==> config.mk <==
export PLATFORM = sky130hd
export DESIGN_NAME = iss_ctrl
export DESIGN_NICKNAME = d
export VERILOG_FILES = /design/src/rtl/iss_pkg.sv /design/src/rtl/iss_ctrl.sv
export SDC_FILE = /design/constraint.sdc
export NUM_CORES = 1
export LEC_CHECK = 0
export BUFFER_PORTS_ARGS = -buffer_cell sky130_fd_sc_hd__buf_4
export CAP_MARGIN = 5
export CORE_AREA = 10 10 47 49
export CTS_CLUSTER_SIZE = 10
export DETAILED_ROUTE_END_ITERATION = 16
export DIE_AREA = 0 0 57 59
export SYNTH_ARGS = -nofsm -noshare
export SYNTH_HDL_FRONTEND = slang
export SYNTH_SLANG_ARGS = --single-unit
==> constraint.sdc <==
create_clock -name clk -period 3.2 [get_ports clk]
set_input_delay 0 -clock clk [delete_from_list [all_inputs] [get_ports clk]]
set_output_delay 0 -clock clk [all_outputs]
set_load 0.02 [all_outputs]
==> src/rtl/iss_pkg.sv <==
// Package for the indexed sequence store: sizes, operation and status codes,
// controller/datapath command and status structs. No dependencies.
`default_nettype none
package iss_pkg;
  localparam int CAPACITY = 256;
  localparam int AW = $clog2(CAPACITY);
  localparam int CW = AW + 1;
  localparam int DW = 32;
  localparam int OPW = 2;
  localparam int STW = 2;

  localparam logic [OPW-1:0] OP_READ   = 2'd0;
  localparam logic [OPW-1:0] OP_INSERT = 2'd1;
  localparam logic [OPW-1:0] OP_REMOVE = 2'd2;

  localparam logic [STW-1:0] ST_DONE  = 2'd0;
  localparam logic [STW-1:0] ST_RANGE = 2'd1;
  localparam logic [STW-1:0] ST_FULL  = 2'd2;

  localparam logic [1:0] K_FAIL = 2'd0;
  localparam logic [1:0] K_RD   = 2'd1;
  localparam logic [1:0] K_INS  = 2'd2;
  localparam logic [1:0] K_REM  = 2'd3;

  localparam logic [1:0] RV_ZERO = 2'd0;
  localparam logic [1:0] RV_DATA = 2'd1;
  localparam logic [1:0] RV_NEG1 = 2'd2;

  typedef struct packed {
    logic latch;
    logic decide;
    logic rd;
    logic wr_shift;
    logic wr_val;
    logic ptr_step;
    logic cnt_step;
    logic load_out;
  } iss_cmd_t;

  typedef struct packed {
    logic [1:0] kind;
    logic       shift_done;
    logic       out_free;
  } iss_sts_t;
endpackage
`default_nettype wire

==> src/rtl/iss_ctrl.sv <==
// Controller state machine of the indexed sequence store.
// Uses iss_pkg command/status structs; drives iss_dp.
`default_nettype none
module iss_ctrl (
  input  wire logic              clk,
  input  wire logic              rst_n,
  input  wire logic              in_valid,
  output logic                   in_ready,
  input  wire iss_pkg::iss_sts_t sts,
  output iss_pkg::iss_cmd_t      cmd
);
  localparam logic [2:0] S_IDLE = 3'd0;
  localparam logic [2:0] S_DEC  = 3'd1;
  localparam logic [2:0] S_CHK  = 3'd2;
  localparam logic [2:0] S_SHWR = 3'd3;
  localparam logic [2:0] S_RESP = 3'd4;

  logic [2:0] state_r, state_nxt;

  always_ff @(posedge clk) begin
    if (!rst_n) begin
      state_r <= S_IDLE;
    end else begin
      state_r <= state_nxt;
    end
  end

  assign in_ready = (state_r == S_IDLE);

  always_comb begin
    cmd = '0;
    state_nxt = state_r;
    unique case (state_r)
      S_IDLE: begin
        if (in_valid) begin
          cmd.latch = 1'b1;
          state_nxt = S_DEC;
        end
      end
      S_DEC: begin
        cmd.decide = 1'b1;
        if (sts.kind == iss_pkg::K_RD) begin
          cmd.rd = 1'b1;
          state_nxt = S_RESP;
        end else if (sts.kind == iss_pkg::K_FAIL) begin
          state_nxt = S_RESP;
        end else begin
          state_nxt = S_CHK;
        end
      end
      S_CHK: begin
        if (sts.shift_done) begin
          cmd.cnt_step = 1'b1;
          cmd.wr_val = (sts.kind == iss_pkg::K_INS);
          state_nxt = S_RESP;
        end else begin
          cmd.rd = 1'b1;
          state_nxt = S_SHWR;
        end
      end
      S_SHWR: begin
        cmd.wr_shift = 1'b1;
        cmd.ptr_step = 1'b1;
        state_nxt = S_CHK;
      end
      S_RESP: begin
        if (sts.out_free) begin
          cmd.load_out = 1'b1;
          state_nxt = S_IDLE;
        end
      end
      default: state_nxt = S_IDLE;
    endcase
  end
endmodule
`default_nettype wire

; ---- Word level (Yosys, flattened, before mapping)
; Cells that the tools add are included.
[word_totals]
output_inout_bits = 9
word_cells = 31
inputBits = 7
ff_bits = 3
[classes]
n_reduce_logical = 3
mux = 19
eq_ne = 8
[op_table]
columns = op, count
row1 = 3-bit two-way mux, 5
row2 = 3-bit case mux with 5 select lines, 1
row3 = 1-bit two-way mux, 12
row4 = "3-bit by 2-bit equality test with 1-bit output, second input constant", 2
row5 = "2-bit != test, second input constant", 2
row6 = "3-bit by 1-bit equality test with 1-bit output, second input constant", 1
row7 = "3-bit equality test, second input constant", 1
row8 = 3-bit zero test, 1
row9 = "2-bit by 1-bit equality test with 1-bit output, second input constant", 1
row10 = "2-bit equality test, second input constant", 1
row11 = 2-bit zero test, 1
row12 = 1-bit case mux with 2 select lines, 1
row13 = 2-bit AND reduction, 1

; ---- Longest topological paths before layout
; Gate-level depths: netlist of run 1.
[logic_depth]
word_depth = 4
depth_mapped = 4
ltp_nobuf = 3

; ---- Worst setup path after synthesis of run 1
; Ideal clock, no wire load.
[synth_path]
kind = register to output
start = register state_r[1]
end = output cmd[7] in the netlist's numbering
t_arrival_ns = 1.321
n_path_buf = 1
setup_slack_ns = 1.879
required_time_ns = 3.200
path_stages_with_launch = 4
cell_sequence = dfxtp_1 > buf_2 > nor3_1 > and2_1
[synth_rtl]
columns = item, line_no
row1 = "start, declared", iss_ctrl.sv:18  ; logic [2:0] state_r, state_nxt;
row2 = "start signal, assigned", iss_ctrl.sv:24  ; state_r <= state_nxt;
row3 = "end, declared", iss_ctrl.sv:10  ; output iss_pkg::iss_cmd_t cmd

==> results of run 1 <==
-- layer usage --
metal  global-route usage, %  vias up  share of wire (%)
met2                    7.44        7                 56
met1                    2.98      115                 35
li1                        -      139                  -
met4                    4.03        0                  0
met3                    3.86        0                9.3
met5                       0        -                  0
-- layout make-up --
type | count | area, µm²
clock buffers | 4 | 26.3
fillers | 166 | 1020
multi-input cells | 22 | 155
flip-flops and latches | 3 | 60.1
well taps | 16 | 20.0
repair buffers | 16 | 123
-- worst max-delay path: cells and delay by family, from the launching register on --
kind | cells | cell delay (ns)
buffers and inverters | 1 | 0.15
and+or+nand+nor | 3 | 0.44
DFF | 1 | 0.48
-- kinds of logic after synthesis --
kind of cell | after synthesis | share of synthesized area, %
compound gates | 5 | 16.4
buf+inv | 4 | 11.8
flops | 3 | 24.6
simple gates | 17 | 47.2
-- stage by stage --
stage	cell area, µm²	setup slack [ns]	std cells	power [mW]
4_1_cts	384	1.87	61	0.161
3_5_place_dp	348	2.05	56	0.0907
5_1_grt	384	1.74	61	0.170
3_3_place_gp	348	2.05	56	0.0910
2_1_floorplan	244	1.88	29	0.0730
6_report	384	1.89	61	0.156
-- layout by cell type (no fill, tap or decap), types with 2 or more instances in the layout --
cell type	n
buf_4	15
dfxtp_1	3
nor3b_1	2
nor3_1	2
and3b_1	2
nor4b_1	2
clkbuf_4	3
nand2_1	2
nor2_1	2
-- power breakdown --
group	internal, mW	leakage (nW)	switching (mW)
Combinational	0.0232	0.142	0.0202
Sequential	0.0404	0.0246	0.00659
Clock	0.0467	0.0150	0.0186
-- how the worst min path moves through the flow --
stage	depth (start not counted)	slack, ns	endpoint	from
floorplan	1	0.13	state_r[2]	rst_n
global placement	2	0.24	state_r[2]	rst_n
detailed placement	2	0.24	state_r[2]	rst_n
CTS	2	0.06	state_r[0]	in_valid
global route	2	0.07	state_r[0]	in_valid
finish	2	0.07	state_r[0]	in_valid
==> impl_metrics.env, run 1 <==
export IMPL_hold_viol_final=0
export IMPL_firstDrtPassIters=2
export IMPL_r2r_start="state_r[2]"
export IMPL_antenna_found_initial=0
export IMPL_setup_viol=0
export IMPL_max_slew_margin_pct=78.4
export IMPL_netlist_area_um2=244
export IMPL_rows=14
export IMPL_utilization_pct=27.4
export IMPL_synth_edf_count=0
export IMPL_setup_tns_ns=0
export IMPL_wl_per_cell_um=11.1
export IMPL_vias=261
export IMPL_worstSetupStartpoint="state_r[2]"
export IMPL_synthCells=29
export IMPL_status="completed"
export IMPL_r2r_slack_ns=2.05
export IMPL_synth_top_cell_by_area="dfxtp_1"
export IMPL_area_growth_syn_to_layout_pct=57.4
export IMPL_cp_start_kind="register"
export IMPL_cts_tree="built"
export IMPL_whs_ns=0.0657
export IMPL_synth_cell_types=20
export IMPL_clk_pin_slew_ns=0.04
export IMPL_crit_slowest_cell="dfxtp_1"
export IMPL_drc=0
export IMPL_synth_flop_cell="dfxtp_1"
export IMPL_via_per_inst=4.28
export IMPL_min_period_ns=1.31
export IMPL_async_reset_ff_share_pct=0
export IMPL_track_usage_pct=4.46
export IMPL_slowest_delay_ns=0.48
export IMPL_hpwl_um=566
export IMPL_rr_endpoint="state_r[2]"
export IMPL_worst_r2r_path_depth=3
export IMPL_drt_antenna_violating_nets=0
export IMPL_place_congestion=0.689
export IMPL_yosysWarnings=0
export IMPL_ctsHoldBuffers=1
export IMPL_worst_setup_path_end_kind="primary output"
export IMPL_grt_pass1_wl_mm=1.11
export IMPL_worstPathRequired_ns=3.20
export IMPL_fp_dieW_um=57
export IMPL_fin_crit_sh_pct=40.9
export IMPL_ios=16
export IMPL_numCtsBuffers=3
export IMPL_synth_seq_cells=3
export IMPL_max_freq_mhz=764
export IMPL_synth_most_common_cell="dfxtp_1"
export IMPL_synth_area_leaders="dfxtp_1 25%, and3b_1 7.2%, nor4b_1 7.2%, nor3b_1 6.2%, and3_4 4.6%"
export IMPL_num_antenna_cells=0
export IMPL_postCtsSetupBuffers=0
export IMPL_cp_cell_sequence="nor2_2 > and3_4 > and3b_1 > buf_4"
export IMPL_rsz0062_at_grt="false"
export IMPL_maxSlewViolCount=0
export IMPL_drv_cap=0
export IMPL_syn_mean_instance_area_um2=8.41
export IMPL_largest_register_ffs=3
export IMPL_grt_pass1_vias=262
export IMPL_vdd_ir_drop_max_mv=0.105
export IMPL_syn_num_nets=36
export IMPL_worst_skew_pair_late_latency_ns=0.23
export IMPL_cts_sinks=3
export IMPL_grt_max_degree=12
export IMPL_htree_levels=1
export IMPL_clk_path_buf_depth=2
export IMPL_core_area_um2=1400
export IMPL_die_area_um2=3360
export IMPL_hold_path_class="in -> reg"
export IMPL_critPathKind="reg -> out"
export IMPL_p_leak_nw=0.182
export IMPL_cts_root_buf="clkbuf_4"
export IMPL_crit_fanout=10
export IMPL_top_regs="state_r: 3 flops"
export IMPL_drive_above_1_share_pct=44.4
export IMPL_die_y_um=59
export IMPL_drt_wl_total_um=675
export IMPL_critPathCapture="cmd[3]"
export IMPL_portBuffers=15
export IMPL_crit_arrival_ns=1.31
export IMPL_drtIter0Drc=2
export IMPL_cellPowerDensity_nw_per_um2=405
export IMPL_finClkSkew_ns=0.00214
export IMPL_ys_seq_area_share_pct=24.6
export IMPL_final_nets=53
export IMPL_start_util_pct=17.4
export IMPL_synth_top_area_share_pct=24.6
export IMPL_ctsResizeCount=0
export IMPL_overflow=0
export IMPL_regMostFlops="state_r"
export IMPL_tightest_slew_ns=0.323
Power figures use the tool's default switching activity.
==> run 2, diff against run 1 <==
ABC_AREA = 1   (was default)
clock period = 1.2 ns   (was 3.2 ns; I/O delays follow)
==> impl_metrics.env, run 2 <==
export IMPL_critPathKind="reg -> out"
export IMPL_yosysWarnings=0
export IMPL_die_y_um=59
export IMPL_crit_arrival_ns=1.10
export IMPL_syn_num_nets=47
export IMPL_grt_pass1_vias=319
export IMPL_worst_r2r_path_depth=5
export IMPL_utilization_pct=30.0
export IMPL_total_power_uw=542
export IMPL_grt_max_degree=8
export IMPL_dpl_instance_area_um2=367
export IMPL_syn_mean_instance_area_um2=6.04
export IMPL_hold_path_class="in -> reg"
export IMPL_vdd_ir_drop_max_mv=0.379
export IMPL_ios=16
export IMPL_cts_tree="built"
export IMPL_switching_power_uw=207
export IMPL_antenna_found_initial=0
export IMPL_final_area_um2=420
export IMPL_fill_cells=162
export IMPL_portBuffers=15
export IMPL_wl_per_cell_um=9.61
export IMPL_track_usage_pct=5.02
export IMPL_final_nets=67
export IMPL_mostFrequentLayoutCell="buf_4"
export IMPL_r2r_slack_ns=0.26
export IMPL_rr_endpoint="state_r[2]"
export IMPL_max_freq_mhz=908
export IMPL_cp_cell_sequence="inv_4 > nor2_4 > nand3_2 > nor3_2 > buf_4"
export IMPL_place_congestion=0.706
export IMPL_num_antenna_cells=0
export IMPL_status="completed"
export IMPL_min_period_ns=1.10
export IMPL_r2r_start="state_r[1]"
export IMPL_cp_start_kind="register"
export IMPL_final_cell_mix="15 x buf_4, 9 x inv_1, 6 x nand3_1, 5 x nand2_1, 5 x nor2_1"
export IMPL_largest_register_ffs=3
export IMPL_placed_cells=70
export IMPL_drc=0
export IMPL_tightest_slew_ns=0.236
export IMPL_die_area_um2=3360
export IMPL_synth_flop_cell="dfxtp_1"
export IMPL_firstDrtPassIters=3
export IMPL_synth_seq_cells=3
export IMPL_synthTopCellsByCount="9 x inv_1, 6 x nand3_1, 5 x nand2_1, 5 x nor2_1"
export IMPL_fin_crit_sh_pct=91.8
export IMPL_setup_viol=0
export IMPL_p_comb_share_pct=42.4
export IMPL_power_report_internal_total_uw=335
export IMPL_crit_fanout=4
export IMPL_hpwl_um=613
export IMPL_synth_edf_count=0
export IMPL_overflow=0
export IMPL_rsz0062_at_grt="true"
export IMPL_hold_depth=3
export IMPL_hold_end="state_r[1]"
export IMPL_postCtsSetupBuffers=0
export IMPL_drive_above_1_share_pct=47.5
export IMPL_pwr_share_seq_pct=25.0
export IMPL_numCtsBuffers=3
export IMPL_regMostFlops="state_r"
export IMPL_synth_most_common_cell="inv_1"
export IMPL_rows=14
export IMPL_maxSlewViolCount=0
export IMPL_grt_pass1_wl_mm=1.31
export IMPL_drt_wl_total_um=721
export IMPL_netlist_area_um2=241
export IMPL_hold_viol_final=0
export IMPL_p_leak_nw=0.242
export IMPL_fp_dieW_um=57
export IMPL_finalNonFillerCells=75
export IMPL_max_slew_margin_pct=84.1
export IMPL_ys_seq_area_share_pct=24.9
export IMPL_synth_top_area_share_pct=24.9
export IMPL_area_growth_syn_to_layout_pct=74.1
export IMPL_worstHoldStart="sts[3]"
export IMPL_cellPowerDensity_nw_per_um2=1290
export IMPL_crit_slowest_cell="dfxtp_4"
export IMPL_drt_antenna_violating_nets=0
export IMPL_cts_sinks=3
export IMPL_core_area_um2=1400
export IMPL_worstPathRequired_ns=1.20
export IMPL_drv_cap=0
export IMPL_synth_cell_types=13
export IMPL_p_sw_share_pct=38.2
export IMPL_synthCells=40
export IMPL_worst_skew_pair_late_latency_ns=0.23
export IMPL_worst_setup_path_end_kind="primary output"
export IMPL_clk_path_buf_depth=2
export IMPL_finClkSkew_ns=0.00581
export IMPL_top_regs="state_r: 3 flops"
export IMPL_clk_pin_slew_ns=0.04
export IMPL_vias=303
export IMPL_htree_levels=1
export IMPL_async_reset_ff_share_pct=0
export IMPL_drtIter0Drc=4
export IMPL_via_per_inst=4.04
export IMPL_pwr_share_clk_pct=32.5
export IMPL_slowest_delay_ns=0.37
export IMPL_synth_top_cell_by_area="dfxtp_1"
export IMPL_start_util_pct=17.2
export IMPL_synth_area_leaders="dfxtp_1 25%, inv_1 14%, nand3_1 12%, nand3_2 8.3%, nand2_1 7.8%"
export IMPL_cts_root_buf="clkbuf_4"
[run 2: worst max-delay path by stage]
stage                from      to  cells after the start
4_1_cts        state_r[2]  cmd[3]                      4
5_1_grt        state_r[1]  cmd[3]                      5
3_3_place_gp   state_r[1]  cmd[3]                      5
2_1_floorplan  state_r[2]  cmd[5]                      3
6_report       state_r[1]  cmd[3]                      5
3_5_place_dp   state_r[1]  cmd[3]                      5
[run 2: layout make-up]
cell class,instances,area (µm²),share of cell area (%)
clock buffer,4,26.3,6.25
inverter,11,43.8,10.4
multi-input combinational,25,143,33.9
sequential,3,65.1,15.5
tap,16,20.0,4.76
timing repair buffer,16,123,29.2
[run 2: logic make-up after synthesis]
logic type	Yosys count	share of synthesized area [%]
AO/OA/AOI/OAI	2	5.18
buffers and inverters	12	20.2
flip-flops	3	24.9
AND/OR/NAND/NOR	23	49.7
[run 2: worst max-delay path, delay by kind of cell, from the launching register on]
kind | cells | cell delay [ns]
buffers and inverters | 2 | 0.21
and+or+nand+nor | 3 | 0.29
DFF | 1 | 0.37
[run 2: through the flow]
| step | setup WS [ns] | hold slack (ns) | TNS [ns] |
|---|---|---|---|
| after floorplan | -0.0497 | 0.0887 | -0.0882 |
| after global placement | 0.235 | 0.204 | 0 |
| after detailed placement | 0.214 | 0.213 | 0 |
| after CTS | 0.00171 | 0.0752 | 0 |
| after global routing | -0.00466 | 0.111 | -0.00636 |
| final | 0.0987 | 0.0860 | 0 |
[run 2: per-layer routing]
metal / up-vias / track usage (%) / share of wire [%]
met5: - / 0 / 0
met4: 0 / 3.02 / 0
met3: 0 / 4.29 / 14
met2: 10 / 7.75 / 45
met1: 134 / 4.40 / 41
li1: 159 / - / -
[run 2: timing repair]
action / CTS / global route
resized for setup: 1 / 5
hold buffers: 1 / 0
endpoints found under the setup margin: 1 / 4
hold endpoints to repair: 1 / 0
[run 2: power by group through the flow]
stage | Sequential, mW | Clock, mW | Combinational (mW)
CTS | 0.133 | 0.186 | 0.230
global route | 0.138 | 0.194 | 0.260
global placement | 0.134 | 0 | 0.223
floorplan | 0.131 | 0 | 0.142
finish | 0.136 | 0.176 | 0.230
detailed placement | 0.135 | 0 | 0.226
==> run 3, diff against run 2 <==
CELL_PAD_IN_SITES_DETAIL_PLACEMENT = 1   (was default)
CELL_PAD_IN_SITES_GLOBAL_PLACEMENT = 1   (was default)
CORE_AREA = 2 2 39 41   (was 10 10 47 49)
DIE_AREA = 0 0 41 43   (was 0 0 57 59)
PLACE_DENSITY_LB_ADDON = 0.1   (was default)
==> impl_metrics.env, run 3 (synthesis results as in run 2) <==
export IMPL_cts_tree="built"
export IMPL_max_slew_margin_pct=82.8
export IMPL_numCtsBuffers=3
export IMPL_top_regs="state_r: 3 flops"
export IMPL_min_period_ns=1.11
export IMPL_critPathTopFamily="flip-flops"
export IMPL_crit_slowest_cell="dfxtp_4"
export IMPL_place_congestion=0.613
export IMPL_grt_pass1_wl_mm=1.13
export IMPL_worst_skew_pair_late_latency_ns=0.23
export IMPL_grt_pass1_vias=288
export IMPL_cts_root_buf="clkbuf_4"
export IMPL_ios=16
export IMPL_drive_above_1_share_pct=47.5
export IMPL_die_y_um=43
export IMPL_overflow=0
export IMPL_cts_sinks=3
export IMPL_rr_endpoint="state_r[2]"
export IMPL_largest_register_ffs=3
export IMPL_start_util_pct=17.5
export IMPL_clk_path_buf_depth=2
export IMPL_tightest_slew_ns=0.257
export IMPL_drt_antenna_violating_nets=0
export IMPL_hold_viol_final=0
export IMPL_drc=0
export IMPL_rsz0062_at_grt="true"
export IMPL_worstPathRequired_ns=1.20
export IMPL_slowest_delay_ns=0.36
export IMPL_hold_path_class="in -> reg"
export IMPL_vias=300
export IMPL_rows=14
export IMPL_worstSetupStartpoint="state_r[1]"
export IMPL_vdd_ir_drop_max_mv=0.405
export IMPL_track_usage_pct=9.82
export IMPL_area_growth_syn_to_layout_pct=73.1
export IMPL_wl_per_cell_um=9.39
export IMPL_fin_crit_sh_pct=92.1
export IMPL_antenna_found_initial=0
export IMPL_postCtsSetupBuffers=0
export IMPL_fp_dieW_um=41
export IMPL_num_antenna_cells=0
export IMPL_cp_cell_sequence="inv_2 > nor2_4 > nand3_2 > nor3_2 > buf_4"
export IMPL_final_cell_mix="15 x buf_4, 9 x inv_1, 6 x nand3_1, 5 x nand2_1, 5 x nor2_1"
export IMPL_die_area_um2=1760
export IMPL_r2r_slack_ns=0.29
export IMPL_setup_tns_ns=0
export IMPL_grt_max_degree=8
export IMPL_core_area_um2=1380
export IMPL_whs_ns=0.0975
export IMPL_worst_setup_path_end_kind="primary output"
export IMPL_mostFrequentLayoutCell="buf_4"
export IMPL_worst_r2r_path_depth=5
export IMPL_total_power_uw=542
export IMPL_critical_path_buf_inv_count=2
export IMPL_r2r_start="state_r[1]"
export IMPL_max_freq_mhz=904
export IMPL_htree_levels=1
export IMPL_dpl_instance_area_um2=367
export IMPL_crit_arrival_ns=1.11
export IMPL_critPathKind="reg -> out"
export IMPL_maxSlewViolCount=0
export IMPL_hpwl_um=545
export IMPL_via_per_inst=4.00
export IMPL_final_nets=67
export IMPL_drtIter0Drc=2
export IMPL_hold_depth=3
export IMPL_clk_pin_slew_ns=0.04
export IMPL_cp_start_kind="register"
export IMPL_p_leak_nw=0.241
export IMPL_status="completed"
export IMPL_finClkSkew_ns=0.00120
export IMPL_regMostFlops="state_r"
export IMPL_finalNonFillerCells=75
export IMPL_final_area_um2=418
export IMPL_setup_viol=0
export IMPL_crit_fanout=4
export IMPL_drt_wl_total_um=704
export IMPL_worstHoldStart="sts[3]"
export IMPL_firstDrtPassIters=2
export IMPL_cellPowerDensity_nw_per_um2=1300
export IMPL_placed_cells=70
export IMPL_hold_end="state_r[1]"
export IMPL_portBuffers=15
export IMPL_drv_cap=0
run 3: cell type report:
cell class / count / area [µm²]
inverters: 11 / 41.3
clock buffers: 4 / 26.3
well taps: 16 / 20.0
repair buffers: 16 / 123
fillers: 177 / 966
multi-input cells: 25 / 143
flip-flops and latches: 3 / 65.1
run 3: worst reg2reg max path, stage by stage (launching register included):
cell,delay (ns)
dfxtp_4,0.35
nor2_2,0.16
nand3_1,0.14
nand3_1,0.12
nand2_1,0.05
inv_1,0.04
run 3: repair_timing:
action	CTS	global route
hold endpoints to repair	1	0
setup endpoints to repair	2	3
hold buffers	1	0
resized for setup	2	3
pin swaps	0	0
run 3: worst max path at each step:
stage | endpoint | slack, ns | depth (start not counted)
after floorplan | cmd[5] | -0.05 | 3
after global placement | state_r[0] | 0.19 | 5
after detailed placement | state_r[0] | 0.18 | 5
after CTS | cmd[5] | 0.005 | 5
after global routing | cmd[7] | -0.03 | 4
final | cmd[3] | 0.09 | 5
run 3: per-stage QoR:
| step | util, % | worst slack [ns] |
|---|---|---|
| floorplan | - | -0.0497 |
| global placement | 26.5 | 0.195 |
| detailed placement | 26.5 | 0.183 |
| CTS | 29.3 | 0.00529 |
| global route | 30.2 | -0.0282 |
| finish | 30.2 | 0.0944 |
run 3: report_power, final:
part / total [mW] / internal, mW / leakage [nW] / switching [mW]
logic: 0.230 / 0.0942 / 0.200 / 0.136
clock network: 0.176 / 0.125 / 0.0150 / 0.0517
registers: 0.135 / 0.116 / 0.0258 / 0.0199
run 3: routing by layer:
metal,GRT usage [%],share of wire (%)
met2,14.4,47
met3,3.14,8.2
met5,0,0
met1,11.8,45
met4,6.00,0
